### config.mk
export PLATFORM = sky130hd
export DESIGN_NAME = capture_period_window_monitor
export DESIGN_NICKNAME = d
export VERILOG_FILES = /design/src/rtl/cpwm_pkg.sv /design/src/rtl/cpwm_core.sv /design/src/rtl/capture_period_window_monitor.sv
export SDC_FILE = /design/constraint.sdc
export NUM_CORES = 1
export LEC_CHECK = 0
export ABC_CLOCK_PERIOD_IN_PS = 7900
export BUFFER_PORTS_ARGS = -buffer_cell sky130_fd_sc_hd__buf_2
export CAP_MARGIN = 20
export CORE_ASPECT_RATIO = 1.4
export CORE_MARGIN = 1
export CORE_UTILIZATION = 45
export CTS_CLUSTER_DIAMETER = 150
export DETAILED_ROUTE_END_ITERATION = 12
export PLACE_DENSITY_LB_ADDON = 0.12
export SLEW_MARGIN = 20
export SYNTH_ARGS = -nofsm -noshare
export SYNTH_HDL_FRONTEND = slang
export SYNTH_SLANG_ARGS = --single-unit
### constraint.sdc
create_clock -name clk_i -period 7.9 [get_ports clk_i]
set_input_delay 0.79 -clock clk_i [delete_from_list [all_inputs] [get_ports clk_i]]
set_output_delay 0.79 -clock clk_i [all_outputs]
set_load 0.005 [all_outputs]
### src/rtl/cpwm_pkg.sv
// ----------------------------------------------------------------------------
// Capture period window monitor package
// Shared types, register indexes, reset values and helpers.
// ----------------------------------------------------------------------------
package cpwm_pkg;

  localparam int unsigned CntW        = 16;
  localparam int unsigned StampInW    = 16;
  localparam int unsigned StampWidth  = 16;
  localparam int unsigned CfgIdxW     = 3;
  localparam int unsigned CfgDataW    = 16;

  localparam logic [CntW-1:0] CntMax = {CntW{1'b1}};

  typedef enum logic [CfgIdxW-1:0] {
    CFG_PERIOD_LOW       = 3'd0,
    CFG_PERIOD_HIGH      = 3'd1,
    CFG_WINDOW_TICKS     = 3'd2,
    CFG_MIN_CAPTURES     = 3'd3,
    CFG_MIN_GOOD_PERIODS = 3'd4,
    CFG_STATUS_TICKS     = 3'd5,
    CFG_BLINK_GOOD_TICKS = 3'd6,
    CFG_BLINK_BAD_TICKS  = 3'd7
  } cfg_idx_e;

  localparam logic [CfgDataW-1:0] RstPeriodLow      = 16'd150;
  localparam logic [CfgDataW-1:0] RstPeriodHigh     = 16'd250;
  localparam logic [CfgDataW-1:0] RstWindowTicks    = 16'd100;
  localparam logic [CfgDataW-1:0] RstMinCaptures    = 16'd3;
  localparam logic [CfgDataW-1:0] RstMinGoodPeriods = 16'd2;
  localparam logic [CfgDataW-1:0] RstStatusTicks    = 16'd10;
  localparam logic [CfgDataW-1:0] RstBlinkGoodTicks = 16'd500;
  localparam logic [CfgDataW-1:0] RstBlinkBadTicks  = 16'd250;

  typedef struct packed {
    logic [CfgDataW-1:0] period_low;
    logic [CfgDataW-1:0] period_high;
    logic [CfgDataW-1:0] window_ticks;
    logic [CfgDataW-1:0] min_captures;
    logic [CfgDataW-1:0] min_good_periods;
    logic [CfgDataW-1:0] status_ticks;
    logic [CfgDataW-1:0] blink_good_ticks;
    logic [CfgDataW-1:0] blink_bad_ticks;
  } cfg_t;

  typedef struct packed {
    logic                capture_valid;
    logic [StampInW-1:0] capture_value;
    logic                tick;
  } in_word_t;

  typedef struct packed {
    logic signal_good;
    logic status_pin;
    logic led_pin;
  } out_word_t;

  function automatic logic [CntW-1:0] sat_inc(input logic [CntW-1:0] v);
    return (v == CntMax) ? v : v + {{(CntW-1){1'b0}}, 1'b1};
  endfunction

endpackage

### src/rtl/cpwm_core.sv
// ----------------------------------------------------------------------------
// Capture period window monitor core
// Holds the monitor state and works out the next state and result of a word.
// ----------------------------------------------------------------------------
module cpwm_core #(
  parameter int unsigned STAMP_WIDTH = cpwm_pkg::StampWidth
) (
  input  logic                clk_i,
  input  logic                rst_ni,
  input  logic                step_i,
  input  cpwm_pkg::cfg_t      cfg_i,
  input  cpwm_pkg::in_word_t  word_i,
  output cpwm_pkg::out_word_t result_o
);
  import cpwm_pkg::*;

  localparam int unsigned CmpW = (STAMP_WIDTH > CfgDataW) ? STAMP_WIDTH : CfgDataW;

  logic                   have_prev_q, have_prev_d;
  logic [STAMP_WIDTH-1:0] prev_cap_q, prev_cap_d;
  logic [CntW-1:0]        cap_total_q, cap_total_d;
  logic [CntW-1:0]        good_total_q, good_total_d;
  logic [CntW-1:0]        win_cnt_q, win_cnt_d;
  logic [CntW-1:0]        stat_cnt_q, stat_cnt_d;
  logic [CntW-1:0]        led_cnt_q, led_cnt_d;
  logic                   phase_q, phase_d;
  logic                   good_q, good_d;
  logic                   stat_lvl_q, stat_lvl_d;
  logic                   led_lvl_q, led_lvl_d;

  logic [STAMP_WIDTH-1:0] stamp;
  logic [STAMP_WIDTH-1:0] diff;
  logic [CmpW-1:0]        diff_ext;
  logic                   in_window;
  logic [CntW-1:0]        cap_total_c, good_total_c;
  logic [CntW-1:0]        win_inc, stat_inc, led_inc;
  logic [CfgDataW-1:0]    led_limit;

  assign stamp     = STAMP_WIDTH'(word_i.capture_value);
  assign diff      = stamp - prev_cap_q;
  assign diff_ext  = CmpW'(diff);
  assign in_window = (diff_ext >= CmpW'(cfg_i.period_low)) &&
                     (diff_ext <= CmpW'(cfg_i.period_high));
  assign win_inc   = sat_inc(win_cnt_q);
  assign stat_inc  = sat_inc(stat_cnt_q);
  assign led_inc   = sat_inc(led_cnt_q);

  always_comb begin
    have_prev_d  = have_prev_q;
    prev_cap_d   = prev_cap_q;
    cap_total_c  = cap_total_q;
    good_total_c = good_total_q;
    if (word_i.capture_valid) begin
      if (have_prev_q && in_window) begin
        good_total_c = sat_inc(good_total_q);
      end
      have_prev_d = 1'b1;
      prev_cap_d  = stamp;
      cap_total_c = sat_inc(cap_total_q);
    end

    cap_total_d  = cap_total_c;
    good_total_d = good_total_c;
    win_cnt_d    = win_cnt_q;
    stat_cnt_d   = stat_cnt_q;
    led_cnt_d    = led_cnt_q;
    good_d       = good_q;
    phase_d      = phase_q;
    stat_lvl_d   = stat_lvl_q;
    led_lvl_d    = led_lvl_q;
    led_limit    = cfg_i.blink_bad_ticks;

    if (word_i.tick) begin
      win_cnt_d  = win_inc;
      stat_cnt_d = stat_inc;
      led_cnt_d  = led_inc;

      if (win_inc >= cfg_i.window_ticks) begin
        good_d       = (cap_total_c >= cfg_i.min_captures) &&
                       (good_total_c >= cfg_i.min_good_periods);
        cap_total_d  = '0;
        good_total_d = '0;
        win_cnt_d    = '0;
      end

      if (stat_inc >= cfg_i.status_ticks) begin
        stat_cnt_d = '0;
        phase_d    = !phase_q;
        stat_lvl_d = good_d && !phase_q;
      end

      led_limit = good_d ? cfg_i.blink_good_ticks : cfg_i.blink_bad_ticks;
      if (led_inc >= led_limit) begin
        led_cnt_d = '0;
        led_lvl_d = !led_lvl_q;
      end
    end
  end

  assign result_o.signal_good = good_d;
  assign result_o.status_pin  = stat_lvl_d;
  assign result_o.led_pin     = led_lvl_d;

  always_ff @(posedge clk_i or negedge rst_ni) begin
    if (!rst_ni) begin
      have_prev_q  <= 1'b0;
      prev_cap_q   <= '0;
      cap_total_q  <= '0;
      good_total_q <= '0;
      win_cnt_q    <= '0;
      stat_cnt_q   <= '0;
      led_cnt_q    <= '0;
      phase_q      <= 1'b0;
      good_q       <= 1'b0;
      stat_lvl_q   <= 1'b0;
      led_lvl_q    <= 1'b1;
    end else if (step_i) begin
      have_prev_q  <= have_prev_d;
      prev_cap_q   <= prev_cap_d;
      cap_total_q  <= cap_total_d;
      good_total_q <= good_total_d;
      win_cnt_q    <= win_cnt_d;
      stat_cnt_q   <= stat_cnt_d;
      led_cnt_q    <= led_cnt_d;
      phase_q      <= phase_d;
      good_q       <= good_d;
      stat_lvl_q   <= stat_lvl_d;
      led_lvl_q    <= led_lvl_d;
    end
  end

endmodule

### src/rtl/capture_period_window_monitor.sv
// ----------------------------------------------------------------------------
// Capture period window monitor
// Counts good capture periods per tick window and drives status and LED pins.
// ----------------------------------------------------------------------------
// Each accepted input word may carry a capture timestamp, a millisecond tick,
// or both, and yields exactly one output word with the current judgement, the
// status pin level and the LED level. A word is taken whenever the input is
// ready, up to one word per clock; its state update is one compare-and-count
// step whose result is registered into the output. A two-deep output buffer
// keeps the input ready for one more word while the downstream side stalls.
// The user must write configuration registers through the write port only
// while no word is in flight; the block itself does not enforce this.
module capture_period_window_monitor #(
  parameter int unsigned STAMP_WIDTH = cpwm_pkg::StampWidth
) (
  input  logic                              clk_i,
  input  logic                              rst_ni,
  input  logic                              in_valid_i,
  output logic                              in_ready_o,
  input  cpwm_pkg::in_word_t                in_word_i,
  output logic                              out_valid_o,
  input  logic                              out_ready_i,
  output cpwm_pkg::out_word_t               out_word_o,
  input  logic                              cfg_we_i,
  input  logic [cpwm_pkg::CfgIdxW-1:0]      cfg_idx_i,
  input  logic [cpwm_pkg::CfgDataW-1:0]     cfg_data_i
);
  import cpwm_pkg::*;

  cfg_t      cfg_q;
  out_word_t result;
  out_word_t out_q, skid_q;
  logic      out_valid_q, skid_valid_q;
  logic      in_fire;

  assign in_ready_o  = !skid_valid_q;
  assign in_fire     = in_valid_i && in_ready_o;
  assign out_valid_o = out_valid_q;
  assign out_word_o  = out_q;

  cpwm_core #(
    .STAMP_WIDTH(STAMP_WIDTH)
  ) u_core (
    .clk_i   (clk_i),
    .rst_ni  (rst_ni),
    .step_i  (in_fire),
    .cfg_i   (cfg_q),
    .word_i  (in_word_i),
    .result_o(result)
  );

  always_ff @(posedge clk_i or negedge rst_ni) begin
    if (!rst_ni) begin
      cfg_q.period_low       <= RstPeriodLow;
      cfg_q.period_high      <= RstPeriodHigh;
      cfg_q.window_ticks     <= RstWindowTicks;
      cfg_q.min_captures     <= RstMinCaptures;
      cfg_q.min_good_periods <= RstMinGoodPeriods;
      cfg_q.status_ticks     <= RstStatusTicks;
      cfg_q.blink_good_ticks <= RstBlinkGoodTicks;
      cfg_q.blink_bad_ticks  <= RstBlinkBadTicks;
    end else if (cfg_we_i) begin
      unique case (cfg_idx_e'(cfg_idx_i))
        CFG_PERIOD_LOW:       cfg_q.period_low       <= cfg_data_i;
        CFG_PERIOD_HIGH:      cfg_q.period_high      <= cfg_data_i;
        CFG_WINDOW_TICKS:     cfg_q.window_ticks     <= cfg_data_i;
        CFG_MIN_CAPTURES:     cfg_q.min_captures     <= cfg_data_i;
        CFG_MIN_GOOD_PERIODS: cfg_q.min_good_periods <= cfg_data_i;
        CFG_STATUS_TICKS:     cfg_q.status_ticks     <= cfg_data_i;
        CFG_BLINK_GOOD_TICKS: cfg_q.blink_good_ticks <= cfg_data_i;
        CFG_BLINK_BAD_TICKS:  cfg_q.blink_bad_ticks  <= cfg_data_i;
        default: ;
      endcase
    end
  end

  always_ff @(posedge clk_i or negedge rst_ni) begin
    if (!rst_ni) begin
      out_valid_q  <= 1'b0;
      skid_valid_q <= 1'b0;
    end else if (skid_valid_q) begin
      if (out_ready_i) begin
        skid_valid_q <= 1'b0;
      end
    end else if (in_fire) begin
      if (!out_valid_q || out_ready_i) begin
        out_valid_q <= 1'b1;
      end else begin
        skid_valid_q <= 1'b1;
      end
    end else if (out_ready_i) begin
      out_valid_q <= 1'b0;
    end
  end

  always_ff @(posedge clk_i) begin
    if (skid_valid_q) begin
      if (out_ready_i) begin
        out_q <= skid_q;
      end
    end else if (in_fire) begin
      if (!out_valid_q || out_ready_i) begin
        out_q <= result;
      end else begin
        skid_q <= result;
      end
    end
  end

endmodule

After elaboration in Yosys (flattened, before gate mapping)
Cells that the tools add are included.

Add/sub/neg operators: 6. $lt $le $gt $ge: 7. Equal/unequal tests: 14. Muxes and demuxes: 34. Bitwise gates (word level): 2. Reductions and logical operators: 28.

Operator list (count): $mux W16 (16); $ge A16 B16 Y1 (6); $add A16 B1 Y16 const B (5); $eq A16 B16 Y1 const B (5); $reduce_and A2 Y1 (10); $le A16 B16 Y1 (1); $sub A16 B16 Y16 (1); $mux W1 (14); $eq A3 B3 Y1 const B (4); $mux W3 (4); $reduce_and A3 Y1 (4); $eq A3 B2 Y1 const B (2); $reduce_bool A2 Y1 (3); $logic_and A1 B1 Y1 (5); $logic_not A1 Y1 (4); $eq A3 B1 Y1 const B (1); $logic_not A3 Y1 (1); $ne A2 B1 Y1 const B (1); $ne A2 B2 Y1 const B (1); $not A1 Y1 (2); $logic_or A1 B1 Y1 (1).

Flip-flop bits (word level): 237. Input port bits: 42. Output and inout bits: 5.

Longest topological paths before layout
Gate-level depths: netlist of run 1.

Depth after elaboration: 17. Mapped depth: 41.

Cells and area by module
Synthesis of run 1 repeated with hierarchy kept, for this count alone.

Cells, all modules: 1469. Area, all modules: 15011.9 um2.

By module, submodules not included: cpwm_core (times used 1, cells each 1169, area an instance 9735.6 um2, sequential area each 2528.7 um2); capture_period_window_monitor (times used 1, cells each 300, area an instance 5276.3 um2, sequential area each 3470.8 um2).

Worst setup path before layout of run 1
No wires, ideal clock.

Path type: input to register. Start point: in in_word_i[2] in the netlist's numbering. End point: reg out_q, in the netlist out_word_o[0], data pin. Arrival time: 7.452 ns. Setup slack: 0.189 ns. Cell stages on the path: 35. Buffers on the path: 3. Path through: ha_1 -> nor2b_1 -> o31a_1 -> or4_1 -> a31oi_1 -> o21bai_1 -> a21oi_1 -> xnor2_1 -> ha_1 -> nand4_1 -> or4_1 -> o21ai_0 -> a211o_1 -> nor3b_2 -> buf_2 -> mux2_2 -> ha_1 -> nand2_1 -> o21ai_0 -> a21oi_1 -> o211ai_1 -> nand3_1 -> mux2i_1 -> buf_6 -> buf_6 -> mux2i_1 -> ha_1 -> a21o_1 -> a31oi_1 -> o21ai_0 -> a211o_1 -> a211o_1 -> nand2_1 -> xnor2_1 -> mux2_2.

Longest elaborated chain between the ends: 17. Elaborated cells between the ends (all ways): 18. Classes of those cells: add/sub (1); order compare (4); mux (10); reduce/logical (3).

RTL lines: start, declared (RTL line capture_period_window_monitor.sv:20) `input cpwm_pkg::in_word_t in_word_i,`; $sub A16 B16 Y16 (*) (RTL line cpwm_core.sv:40) `assign diff = stamp - prev_cap_q;`; $ge A16 B16 Y1 or $le A16 B16 Y1 (tied branches) (RTL line cpwm_core.sv:42, cpwm_core.sv:43); $logic_and A1 B1 Y1 (*) (RTL line cpwm_core.sv:42) `assign in_window = (diff_ext >= CmpW'(cfg_i.period_low)) &&`; $logic_and A1 B1 Y1 (*) (RTL line cpwm_core.sv:54) `if (have_prev_q && in_window) begin`; $mux W16 (*) (RTL line cpwm_core.sv:54); $mux W16 (*) (RTL line cpwm_core.sv:53) `if (word_i.capture_valid) begin`; $ge A16 B16 Y1 (*) (RTL line cpwm_core.sv:80) `(good_total_c >= cfg_i.min_good_periods);`; $logic_and A1 B1 Y1 (*) (RTL line cpwm_core.sv:79) `good_d = (cap_total_c >= cfg_i.min_captures) &&`; [... 2 more ...]; $mux W16 (*) (RTL line cpwm_core.sv:92) `led_limit = good_d ? cfg_i.blink_good_ticks : cfg_i.blink_bad_ticks;`; $ge A16 B16 Y1 (*) (RTL line cpwm_core.sv:93) `if (led_inc >= led_limit) begin`; $mux W1 (*) (RTL line cpwm_core.sv:93); $mux W1 (*) (RTL line cpwm_core.sv:73) `if (word_i.tick) begin`; net u_core.led_lvl_d (RTL line cpwm_core.sv:29) `logic led_lvl_q, led_lvl_d;`; $mux W3 (*) (RTL line capture_period_window_monitor.sv:102) `if (!out_valid_q || out_ready_i) begin`; $mux W3 (*) (RTL line capture_period_window_monitor.sv:101) `end else if (in_fire) begin`; $mux W3 (*) (RTL line capture_period_window_monitor.sv:97) `if (skid_valid_q) begin`; end signal, assigned (RTL line capture_period_window_monitor.sv:99) `out_q <= skid_q;`; end signal, assigned (RTL line capture_period_window_monitor.sv:103) `out_q <= result;`; end, declared (RTL line capture_period_window_monitor.sv:32) `out_word_t out_q, skid_q;`.

Mark *: on every way through the listed nets, which the timed path passes. The rest lies on a longest branch. The select of a mux whose other input is x is not followed. A chain may end at the register's enable or synchronous reset.

Final worst setup path of run 1
Start point: reg u_core.prev_cap_q[1]. End point: reg u_core.led_cnt_q[0].

Longest elaborated chain between the ends: 13. Elaborated cells between the ends (all ways): 14. Classes of those cells: add/sub (1); order compare (4); mux (6); reduce/logical (3).

RTL lines: start, declared (RTL line cpwm_core.sv:20) `logic [STAMP_WIDTH-1:0] prev_cap_q, prev_cap_d;`; start signal, assigned (RTL line cpwm_core.sv:119) `prev_cap_q <= prev_cap_d;`; $sub A16 B16 Y16 (*) (RTL line cpwm_core.sv:40); $ge A16 B16 Y1 or $le A16 B16 Y1 (tied branches) (RTL line cpwm_core.sv:42, cpwm_core.sv:43); $logic_and A1 B1 Y1 (*) (RTL line cpwm_core.sv:42); $logic_and A1 B1 Y1 (*) (RTL line cpwm_core.sv:54); $mux W16 (*) (RTL line cpwm_core.sv:54); $mux W16 (*) (RTL line cpwm_core.sv:53); $ge A16 B16 Y1 (*) (RTL line cpwm_core.sv:80); $logic_and A1 B1 Y1 (*) (RTL line cpwm_core.sv:79); $mux W1 (*) (RTL line cpwm_core.sv:78) `if (win_inc >= cfg_i.window_ticks) begin`; $mux W1 (*) (RTL line cpwm_core.sv:73); $mux W16 (*) (RTL line cpwm_core.sv:92); $ge A16 B16 Y1 (*) (RTL line cpwm_core.sv:93); $mux W16 (*) (RTL line cpwm_core.sv:93); end signal, assigned (RTL line cpwm_core.sv:124) `led_cnt_q <= led_cnt_d;`; end, declared (RTL line cpwm_core.sv:25) `logic [CntW-1:0] led_cnt_q, led_cnt_d;`.

Every way passes the cells marked *; elsewhere a longest branch is shown, timed or not. The select of a mux whose other input is x is not followed.

==> results of run 1 <==
==> final cells by class <==
cell class | count | area share, %
multi-input combinational | 1119 | 48.1
inverter | 131 | 2.91
tap | 395 | 2.93
sequential | 237 | 35.6
clock inverter | 13 | 0.972
clock buffer | 35 | 4.49
timing repair buffer | 121 | 4.96
antenna | 2 | 0.0297
==> worst min path at each step <==
stage                             from              endpoint  slack (ns)  cells after the start
global placement    u_core.have_prev_q    u_core.have_prev_q        0.45                      1
global route                    rst_ni  u_core.stat_cnt_q[3]        0.33                      1
detailed placement  u_core.have_prev_q    u_core.have_prev_q        0.45                      1
finish                          rst_ni  u_core.stat_cnt_q[1]        0.31                      1
floorplan           u_core.have_prev_q    u_core.have_prev_q        0.44                      1
CTS                             rst_ni   u_core.led_cnt_q[2]        0.31                      1
==> logic make-up after synthesis <==
group,synth area share [%]
AND/OR/NAND/NOR,15.4
AO/OA/AOI/OAI,14.3
flip-flops,41.2
buffers and inverters,5.08
adder cells (fa/ha/maj),11.5
multiplexers,8.52
XOR/XNOR,3.97
==> metal layers <==
| metal | part of all wire (%) | global-route usage (%) | vias to the layer above |
|---|---|---|---|
| li1 | - | - | 5650 |
| met1 | 43 | 27.8 | 5488 |
| met2 | 50 | 39.2 | 170 |
| met3 | 3.7 | 3.00 | 63 |
| met4 | 3.1 | 8.33 | 4 |
| met5 | 0.084 | 0 | - |
==> flip-flops by register name (all words and copies together) (netlist names), 3 cells and up <==
signal,cells
cfg_q,128
out_word_o,3
skid_q,3
u_core.cap_total_q,16
u_core.good_total_q,16
u_core.led_cnt_q,16
u_core.prev_cap_q,16
u_core.stat_cnt_q,16
u_core.win_cnt_q,16
==> per-stage QoR <==
step | cells | setup TNS [ns]
floorplan | 1544 | 0
global placement | 1996 | -4.13
detailed placement | 1996 | -7.47
CTS | 2044 | 0
global route | 2052 | -1.72
finish | 2053 | 0
==> repair_timing <==
action / 4_1_cts / 5_1_grt
pin swaps: 1 / 42
hold buffers: 0 / 0
setup buffers: 0 / 6
endpoints found under the setup margin: 5 / 19
gates cloned: 0 / 1
gates resized for setup: 3 / 65
==> where the power goes <==
group | switching (W) | internal, W
clock | 0.000535 | 0.000775
sequential | 0.000185 | 0.00150
combinational | 0.000869 | 0.000790
==> cells in the final DEF, fill, tap and decap left out, types with 6 or more instances in the layout <==
cell and instances:
clkbuf_16 28, edfxtp_1 6, inv_1 131, mux2i_1 18, ha_1 130, a22o_1 13, nand4_1 25, mux2_2 91
a21o_1 11, buf_2 46, a31oi_1 9, a211oi_1 10, dfstp_2 31, o21a_1 15, and2_1 13, buf_4 69
o211ai_1 9, nor2b_1 9, xnor2_2 6, o31ai_1 25, and3_1 34, o21ai_0 146, nor3_1 20, nand2b_1 17
and4_1 8, nand3_1 52, dfrtp_1 200, nand2_1 189, a21oi_1 57, xor2_1 18, xnor2_1 41, nor2_1 53
==> flow_metrics.py, run 1 <==
metrics = {
    "timing": {
        "slew_headroom_pct": 31.9,
        "finalClockSkew_ns": 0.0176,
        "finalCritPeriodShare_pct": 98.1,
        "setup_ws_ns": 0.146,
        "drv_slew": 0,
        "fin_crit_ns": 7.75,
        "max_freq_mhz": 129,
        "setup_viol": 0,
        "hold_slack_ns": 0.309,
        "tightest_slew_ns": 1.01,
        "rsz0062_at_grt": "yes",
        "hold_violations": 0,
    },
    "critical_path": {
        "worstReg2RegEnd": "u_core.led_cnt_q[0]",
        "r2r_setup_slack_ns": 0.15,
        "rr_worst_depth": 37,
        "crit_cells": 37,
        "worstSetupStartpointType": "register",
        "crit_path_end": "u_core.led_cnt_q[0]",
        "cp_top_family": "compound AO/OA/AOI/OAI gates",
        "cp_max_fo": 10,
        "critPathCaptureType": "register",
        "cp.required_ns": 8.36,
        "path_buf_inv": 5,
        "reg2reg_from": "u_core.prev_cap_q[1]",
        "critPathMaxStageDelay_ns": 0.53,
        "cp_slowest_cell": "or4_4",
        "arrival_ns": 8.21,
        "critPathLaunch": "u_core.prev_cap_q[1]",
        "worstSetupPathType": "register to register",
    },
    "logic_synthesis": {
        "syn_inst": 1544,
        "synth_ff_type": "dfrtp_1",
        "synth_area_leaders": "dfrtp_1 34%, ha_1 11%, mux2_2 7.0%",
        "yosysSeqAreaShare_pct": 41.2,
        "netlist_area_um2": 14600,
        "synth_seq_cells": 237,
        "synth_warnings": 0,
        "yosysMostFrequentCell": "dfrtp_1",
        "ys_async_sr_fraction_pct": 97.5,
        "synth_edf_count": 6,
        "yosysTopAreaCellShare_pct": 34.4,
        "synth_top_cell_by_area": "dfrtp_1",
        "avgSynthCellArea_um2": 9.43,
        "syn-num-nets": 1719,
        "yosysUniqueCellTypes": 62,
        "yosys-top-cells-count": "200 x dfrtp_1, 192 x nand2_1, 154 x o21ai_0, 132 x ha_1, 131 x inv_1",
    },
    "clock_network": {
        "h-tree-depth": 1,
        "cts_tree": "yes",
        "clk_pin_slew_ns": 0.06,
        "cts.path.max_buffers": 3,
        "cts_made_buffers": 26,
        "clock_latency_ns": 0.55,
        "cts_root_buf": "clkbuf_16",
        "clock-sinks": 237,
    },
    "global_routing": {
        "antenna_found_initial": 4,
        "grt_max_degree": 101,
        "grt_pass1_wl_um": 58600,
        "grt_overflow": 0,
        "grt_pass1_vias": 11300,
        "grt.total_usage_pct": 22.3,
    },
    "cells_and_area": {
        "final_layout_size_suffix_gt1_share_pct": 20.9,
        "finalCoreUtilization_pct": 53.2,
        "finalInstanceArea_um2": 16900,
        "nNetsFinal": 1811,
        "area_growth_pct": 15.9,
        "n_fill_cell": 2901,
        "register_area_um2": 6000,
        "multiInputGateArea_um2": 8120,
    },
    "power": {
        "p_leak_nw": 7.78,
        "design_power_total_w": 0.00465,
        "powerDensity_nw_per_um2": 276,
        "ir_drop_v": 0.000173,
    },
    "die": {
        "die_h_um": 215,
        "rows": 77,
        "die_area_um2": 33100,
        "fp.dieW_um": 154,
        "start_util_pct": 45.9,
        "num_io_pins": 47,
        "core-area_um2": 31700,
    },
    "drt": {
        "ant_nets": 0,
        "vias_per_cell": 5.54,
        "drt_iter0_markers": 519,
        "vias": 11400,
        "drt_wl_total_um": 35900,
        "drt_first_pass_iters": 5,
        "remaining_drc_errors": 0,
        "routedWlPerCell_um": 17.5,
    },
    "placed_design": {
        "place_congestion": 0.872,
        "placed_area_um2": 15600,
        "dp_hpwl_um": 25400,
        "port_buffers": 46,
        "place_ws_ns": -0.565,
    },
    "run_status": {
        "status": "complete, no violations",
    },
    "job": {
        "maxCapViolations": 0,
    },
    "worst_hold_path": {
        "hold_class": "primary input to async pin",
    },
}
(Power assumes the default switching activity.)
==> run 2: changes to the inputs <==
Settings changed: CORE_ASPECT_RATIO 1.4 to 2, SYNTH_HIERARCHICAL set to 1.
==> run 2 against run 1 <==
Fmax down 0.34%. Sequential power hardly changed. Die area grew 3.2%. Design area increased by 2.2%. Wire length grew 6.2%. Non-clock buffer count increased by 1. Via count shrank 1.2%. Global-route usage rose by 0.39 points. Clock skew decreased by 0.00091 ns. Highest routed layer unchanged.
==> flow_metrics.py, run 2 <==
metrics = {
    "run_status": {
        "status": "complete, no violations",
    },
    "clock_network": {
        "cts_made_buffers": 25,
        "clock-sinks": 237,
        "cts.path.max_buffers": 3,
        "hold_buffers": 0,
        "h-tree-depth": 1,
        "cts_tree": "yes",
        "clock_latency_ns": 0.55,
        "clk_pin_slew_ns": 0.07,
        "cts_root_buf": "clkbuf_16",
    },
    "timing": {
        "max_freq_mhz": 129,
        "fin_crit_ns": 7.78,
        "slew_headroom_pct": 37.2,
        "finalCritPeriodShare_pct": 98.5,
        "drv_slew": 0,
        "setup_ws_ns": 0.120,
        "hold_violations": 0,
        "hold_slack_ns": 0.279,
        "rsz0062_at_grt": "yes",
        "setup_viol": 0,
        "tightest_slew_ns": 0.919,
        "finalClockSkew_ns": 0.0167,
    },
    "power": {
        "ir_drop_v": 0.000215,
        "powerDensity_nw_per_um2": 260,
        "p_leak_nw": 8.02,
    },
    "drt": {
        "routedWlPerCell_um": 18.9,
        "drt_wl_total_um": 38100,
        "ant_nets": 0,
        "remaining_drc_errors": 0,
        "vias_per_cell": 5.57,
        "drt_first_pass_iters": 5,
        "vias": 11200,
        "drt_iter0_markers": 446,
    },
    "critical_path": {
        "arrival_ns": 8.23,
        "cp.required_ns": 8.35,
        "cp_max_fo": 6,
        "critPathCaptureType": "register",
        "cp_slowest_cell": "or4_1",
        "worstSetupStartpointType": "register",
        "critPathMaxStageDelay_ns": 0.46,
        "worstSetupPathType": "register to register",
    },
    "die": {
        "start_util_pct": 45.7,
        "rows": 94,
        "num_io_pins": 47,
        "fp.dieW_um": 131,
        "core-area_um2": 32800,
        "die_area_um2": 34100,
        "die_h_um": 260,
    },
    "placed_design": {
        "port_buffers": 46,
        "dp_hpwl_um": 27900,
        "place_congestion": 0.844,
        "dpl.cell_count": 1964,
        "place_ws_ns": -0.936,
    },
    "logic_synthesis": {
        "syn-num-nets": 1644,
        "syn_inst": 1469,
        "yosysMostFrequentCell": "dfrtp_1",
        "yosysUniqueCellTypes": 78,
        "synth_warnings": 6,
        "synth_top_cell_by_area": "dfrtp_1",
        "synth_ff_type": "dfrtp_1",
        "avgSynthCellArea_um2": 10.2,
        "synth_area_leaders": "dfrtp_1 33%, ha_1 11%, mux2_2 11%",
        "yosysTopAreaCellShare_pct": 33.3,
        "yosys-top-cells-count": "200 x dfrtp_1, 145 x mux2_2, 136 x inv_1, 132 x ha_1, 96 x nand2_1",
        "ys_async_sr_fraction_pct": 97.5,
        "synth_seq_cells": 237,
        "yosysSeqAreaShare_pct": 40.0,
        "synth_edf_count": 6,
        "netlist_area_um2": 15000,
    },
    "cells_and_area": {
        "nNetsFinal": 1741,
        "largest_reg_flops": 128,
        "area_growth_pct": 14.9,
        "regMostFlops": "cfg_q",
        "final_cell_mix": "200 x dfrtp_1, 144 x mux2_2, 136 x inv_1",
        "final_layout_size_suffix_gt1_share_pct": 25.6,
        "final_common_cell": "dfrtp_1",
        "n_fill_cell": 2961,
        "post_layout_nonfiller_instances": 2018,
    },
    "global_routing": {
        "grt_pass1_wl_um": 61100,
        "grt.total_usage_pct": 22.7,
        "antenna_found_initial": 1,
        "grt_pass1_vias": 11800,
        "grt_max_degree": 107,
        "grt_overflow": 0,
    },
    "worst_hold_path": {
        "hold_class": "primary input to async pin",
    },
    "job": {
        "maxCapViolations": 0,
    },
}
## run 2: layout make-up
| class | count | area, um^2 | share of cell area (%) |
|---|---|---|---|
| clock inverter | 12 | 105 | 0.609 |
| tap | 432 | 541 | 3.13 |
| timing repair buffer | 122 | 852 | 4.94 |
| multi-input combinational | 1043 | 8540 | 49.5 |
| inverter | 137 | 514 | 2.98 |
| antenna | 1 | 2.50 | 0.0145 |
| clock buffer | 34 | 689 | 4.00 |
| sequential | 237 | 6000 | 34.8 |
## run 2: where the power goes
group / switching [W] / leakage (nW) / internal (W)
clock network: 0.000517 / 0.394 / 0.000652
logic: 0.000835 / 4.75 / 0.000817
registers: 0.000177 / 2.88 / 0.00149
## run 2: path summary, 6_finish.rpt
path / slack, ns / end / depth (start not counted) / startpoint
max: 0.12 / u_core/led_cnt_q[0] / 37 / u_core/prev_cap_q[1]
min in group clk_i: 0.44 / skid_valid_q / 2 / out_ready_i
max in group asynchronous: 6.20 / cfg_q[96] / 2 / rst_ni
min: 0.28 / u_core/win_cnt_q[13] / 1 / rst_ni
max reg2reg: 0.12 / u_core/led_cnt_q[0] / 37 / u_core/prev_cap_q[1]
min reg2reg: 0.47 / u_core/have_prev_q / 1 / u_core/have_prev_q
## run 2: worst max-delay path, delay by kind of cell, from the launching register on
family	cells	cell delay [ns]
AOI/OAI and AO/OA	13	2.53
and+or+nand+nor	11	2.32
adders and majority gates	4	1.20
buffers and inverters	6	0.76
muxes	2	0.38
DFF	1	0.34
xor gates and xnor gates	1	0.15
## run 2: cells by family after synthesis
logic type      after synthesis  share of synthesized area, %
simple gates                406                          14.2
compound gates              259                          11.9
flops                       237                          40.0
buf+inv                     189                          5.35
mux                         180                          13.6
fa+ha+maj                   133                          11.1
xor+xnor                     65                          3.79
## run 2: timing repair
item | in CTS | in global routing
hold endpoints to repair | 0 | 0
gates resized for setup | 9 | 55
pin swaps | 0 | 24
setup endpoints to repair | 15 | 19
buffers inserted | 1 | 4
cloned | 0 | 1
## run 2: through the flow
| stage | area (um^2) | setup TNS, ns | utilization (%) | power, W |
|---|---|---|---|---|
| 2_1_floorplan | 15000 | 0 | - | 0.00270 |
| 3_3_place_gp | 16100 | -9.53 | 49.0 | 0.00317 |
| 3_5_place_dp | 16100 | -12.23 | 49.0 | 0.00321 |
| 4_1_cts | 16900 | 0 | 51.6 | 0.00444 |
| 5_1_grt | 17200 | -0.963 | 52.5 | 0.00481 |
| 6_report | 17200 | 0 | 52.6 | 0.00448 |
## run 2: per-layer routing
metal / wire [um] / vias up / share of wire (%) / global-route usage, %
li1: - / 5483 / - / -
met1: 14200 / 5531 / 37 / 23.1
met5: 10 / - / 0.026 / 0
met2: 21600 / 156 / 57 / 46.4
met3: 974 / 67 / 2.6 / 2.06
met4: 1340 / 2 / 3.5 / 9.31
==> run 3: changes to the inputs <==
Settings changed: SLEW_MARGIN 20 to unset, SYNTH_HIERARCHICAL 1 to unset.
==> run 3 against run 2 <==
Critical path type unchanged. First-iteration DRC count grew 24%. Setup slack improved by 0.049 ns. Critical path depth decreased by 1. Largest cell class unchanged. Sequential share of layout area up 0.73 points. Total power rose by 3.8%. Largest power group is now combinational cells. Hold slack gained 0.0036 ns. Clock skew down 0.0031 ns. Wire length increased by 0.15%.
==> flow_metrics.py, run 3 (synthesized netlist as in run 1, its figures left out) <==
metrics = {
    "run_status": {
        "status": "complete, no violations",
    },
    "global_routing": {
        "grt_max_degree": 114,
        "grt_pass1_vias": 11500,
        "grt.total_usage_pct": 23.5,
        "grt_overflow": 0,
        "antenna_found_initial": 0,
        "grt_pass1_wl_um": 59900,
    },
    "timing": {
        "finalCritPeriodShare_pct": 97.9,
        "rsz0062_at_grt": "yes",
        "drv_slew": 0,
        "finalClockSkew_ns": 0.0136,
        "setup_viol": 0,
        "hold_violations": 0,
        "setup_ws_ns": 0.169,
        "tightest_slew_ns": 1.06,
        "slew_headroom_pct": 28.9,
        "max_freq_mhz": 129,
        "finalSetupTns_ns": 0,
        "fin_crit_ns": 7.73,
    },
    "cells_and_area": {
        "finalInstanceArea_um2": 16900,
        "final_layout_size_suffix_gt1_share_pct": 21.0,
        "final_common_cell": "dfrtp_1",
        "final_cell_mix": "200 x dfrtp_1, 188 x nand2_1, 143 x o21ai_0",
        "n_fill_cell": 2909,
        "regMostFlops": "cfg_q",
        "finalCoreUtilization_pct": 53.4,
        "area_growth_pct": 16.0,
        "antennaDiodeCount": 0,
        "largest_reg_flops": 128,
        "nNetsFinal": 1810,
    },
    "die": {
        "num_io_pins": 47,
        "rows": 92,
        "start_util_pct": 46.0,
        "die_area_um2": 33100,
        "core-area_um2": 31700,
        "die_h_um": 256,
        "fp.dieW_um": 129,
    },
    "power": {
        "intPower_w": 0.00306,
        "powerDensity_nw_per_um2": 276,
        "p_comb_share_pct": 36.5,
        "clkPwrFrac_pct": 27.1,
        "power_frac_seq_pct": 36.4,
        "switching_power_w": 0.00160,
        "swShare_pct": 34.4,
        "ir_drop_v": 0.000210,
        "p_leak_nw": 7.79,
    },
    "drt": {
        "remaining_drc_errors": 0,
        "vias": 11500,
        "drt_iter0_markers": 552,
        "drt_first_pass_iters": 5,
        "drt_wl_total_um": 38200,
        "routedWlPerCell_um": 18.4,
        "vias_per_cell": 5.55,
        "ant_nets": 0,
    },
    "critical_path": {
        "r2r_setup_slack_ns": 0.17,
        "rr_worst_depth": 36,
        "critPathMaxStageDelay_ns": 0.56,
        "worstSetupStartpointType": "register",
        "crit_path_end": "out_word_o[0]",
        "cp_max_fo": 6,
        "worstReg2RegEnd": "out_word_o[0]",
        "critPathLaunch": "u_core.prev_cap_q[1]",
        "worstSetupPathType": "register to register",
        "cp.required_ns": 8.20,
        "cp_slowest_cell": "or4_4",
        "crit_cells": 36,
        "reg2reg_from": "u_core.prev_cap_q[1]",
        "path_buf_inv": 5,
        "cp_top_family": "compound AO/OA/AOI/OAI gates",
        "arrival_ns": 8.03,
        "critPathCaptureType": "register",
    },
    "clock_network": {
        "cts_tree": "yes",
        "cts.path.max_buffers": 3,
        "cts_made_buffers": 24,
        "hold_buffers": 0,
        "clk_pin_slew_ns": 0.07,
        "h-tree-depth": 1,
        "clock_latency_ns": 0.54,
        "clock-sinks": 237,
        "cts_root_buf": "clkbuf_16",
    },
    "job": {
        "maxCapViolations": 0,
    },
    "placed_design": {
        "dp_hpwl_um": 27600,
        "placed_area_um2": 15600,
        "place_congestion": 0.866,
        "place_ws_ns": -0.572,
        "port_buffers": 46,
    },
    "worst_hold_path": {
        "hold_class": "primary input to async pin",
    },
}
## run 3: changes by cell type in the layout (fill, tap and decap cells not counted), sizes merged, moves of 13 or more
cell | previous run | this run
o31ai | 9 | 29
a22o | 26 | 13
a21oi | 42 | 62
nor2 | 73 | 55
mux2 | 155 | 92
and3 | 19 | 34
o21ai | 67 | 154
nand2 | 96 | 192
a21o | 29 | 11
## run 3: stage by stage
| stage | power [W] | hold slack [ns] | std cells |
|---|---|---|---|
| after floorplan | 0.00274 | 0.435 | 1544 |
| after global placement | 0.00323 | 0.455 | 2024 |
| after detailed placement | 0.00329 | 0.456 | 2024 |
| after CTS | 0.00458 | 0.349 | 2068 |
| after global routing | 0.00498 | 0.371 | 2076 |
| final | 0.00466 | 0.283 | 2076 |
## run 3: how the worst min path moves through the flow
stage	startpoint	end	slack [ns]	depth (start not counted)
after floorplan	u_core.have_prev_q	u_core.have_prev_q	0.44	1
after global placement	u_core.have_prev_q	u_core.have_prev_q	0.45	1
after detailed placement	u_core.have_prev_q	u_core.have_prev_q	0.46	1
after CTS	rst_ni	u_core.led_cnt_q[4]	0.35	1
after global routing	rst_ni	u_core.led_cnt_q[4]	0.37	1
final	rst_ni	u_core.led_cnt_q[4]	0.28	1
## run 3: power by group through the flow
stage,sequential (W),clock [W],combinational [W]
after floorplan,0.00163,0,0.00111
after global placement,0.00170,0,0.00154
after detailed placement,0.00171,0,0.00158
after CTS,0.00168,0.00130,0.00160
after global routing,0.00173,0.00134,0.00191
final,0.00169,0.00126,0.00170
## run 3: worst register-to-register path: cells and delay by family, from the launching register on
kind            cells  cell delay [ns]
mux                 4             0.98
buf+inv             5             0.69
compound gates     13             2.40
xor+xnor            2             0.18
simple gates        8             1.83
fa+ha+maj           4             1.03
flops               1             0.39
## run 3: per-layer routing
layer,global-route usage (%),routed length (um),up-vias
met5,0,0,-
met4,15.2,2530,0
met3,2.77,1190,100
met2,42.7,20200,201
met1,25.0,14300,5587
li1,-,-,5631
## run 3: layout make-up
cell class              count  area [um^2]  area share, %
inverters                 131          492           2.91
clock buffers              30          684           4.05
well taps                 423          529           3.13
clock inverters            14          183           1.08
flip-flops and latches    237         6000           35.5
multi-input cells        1119         8140           48.2
repair buffers            122          862           5.10
## run 3: timing repair
item / in CTS / in global routing
setup endpoints to repair: 5 / 19
gates cloned: 0 / 1
gates resized for setup: 2 / 77
setup buffers: 0 / 7
pin swaps: 1 / 40
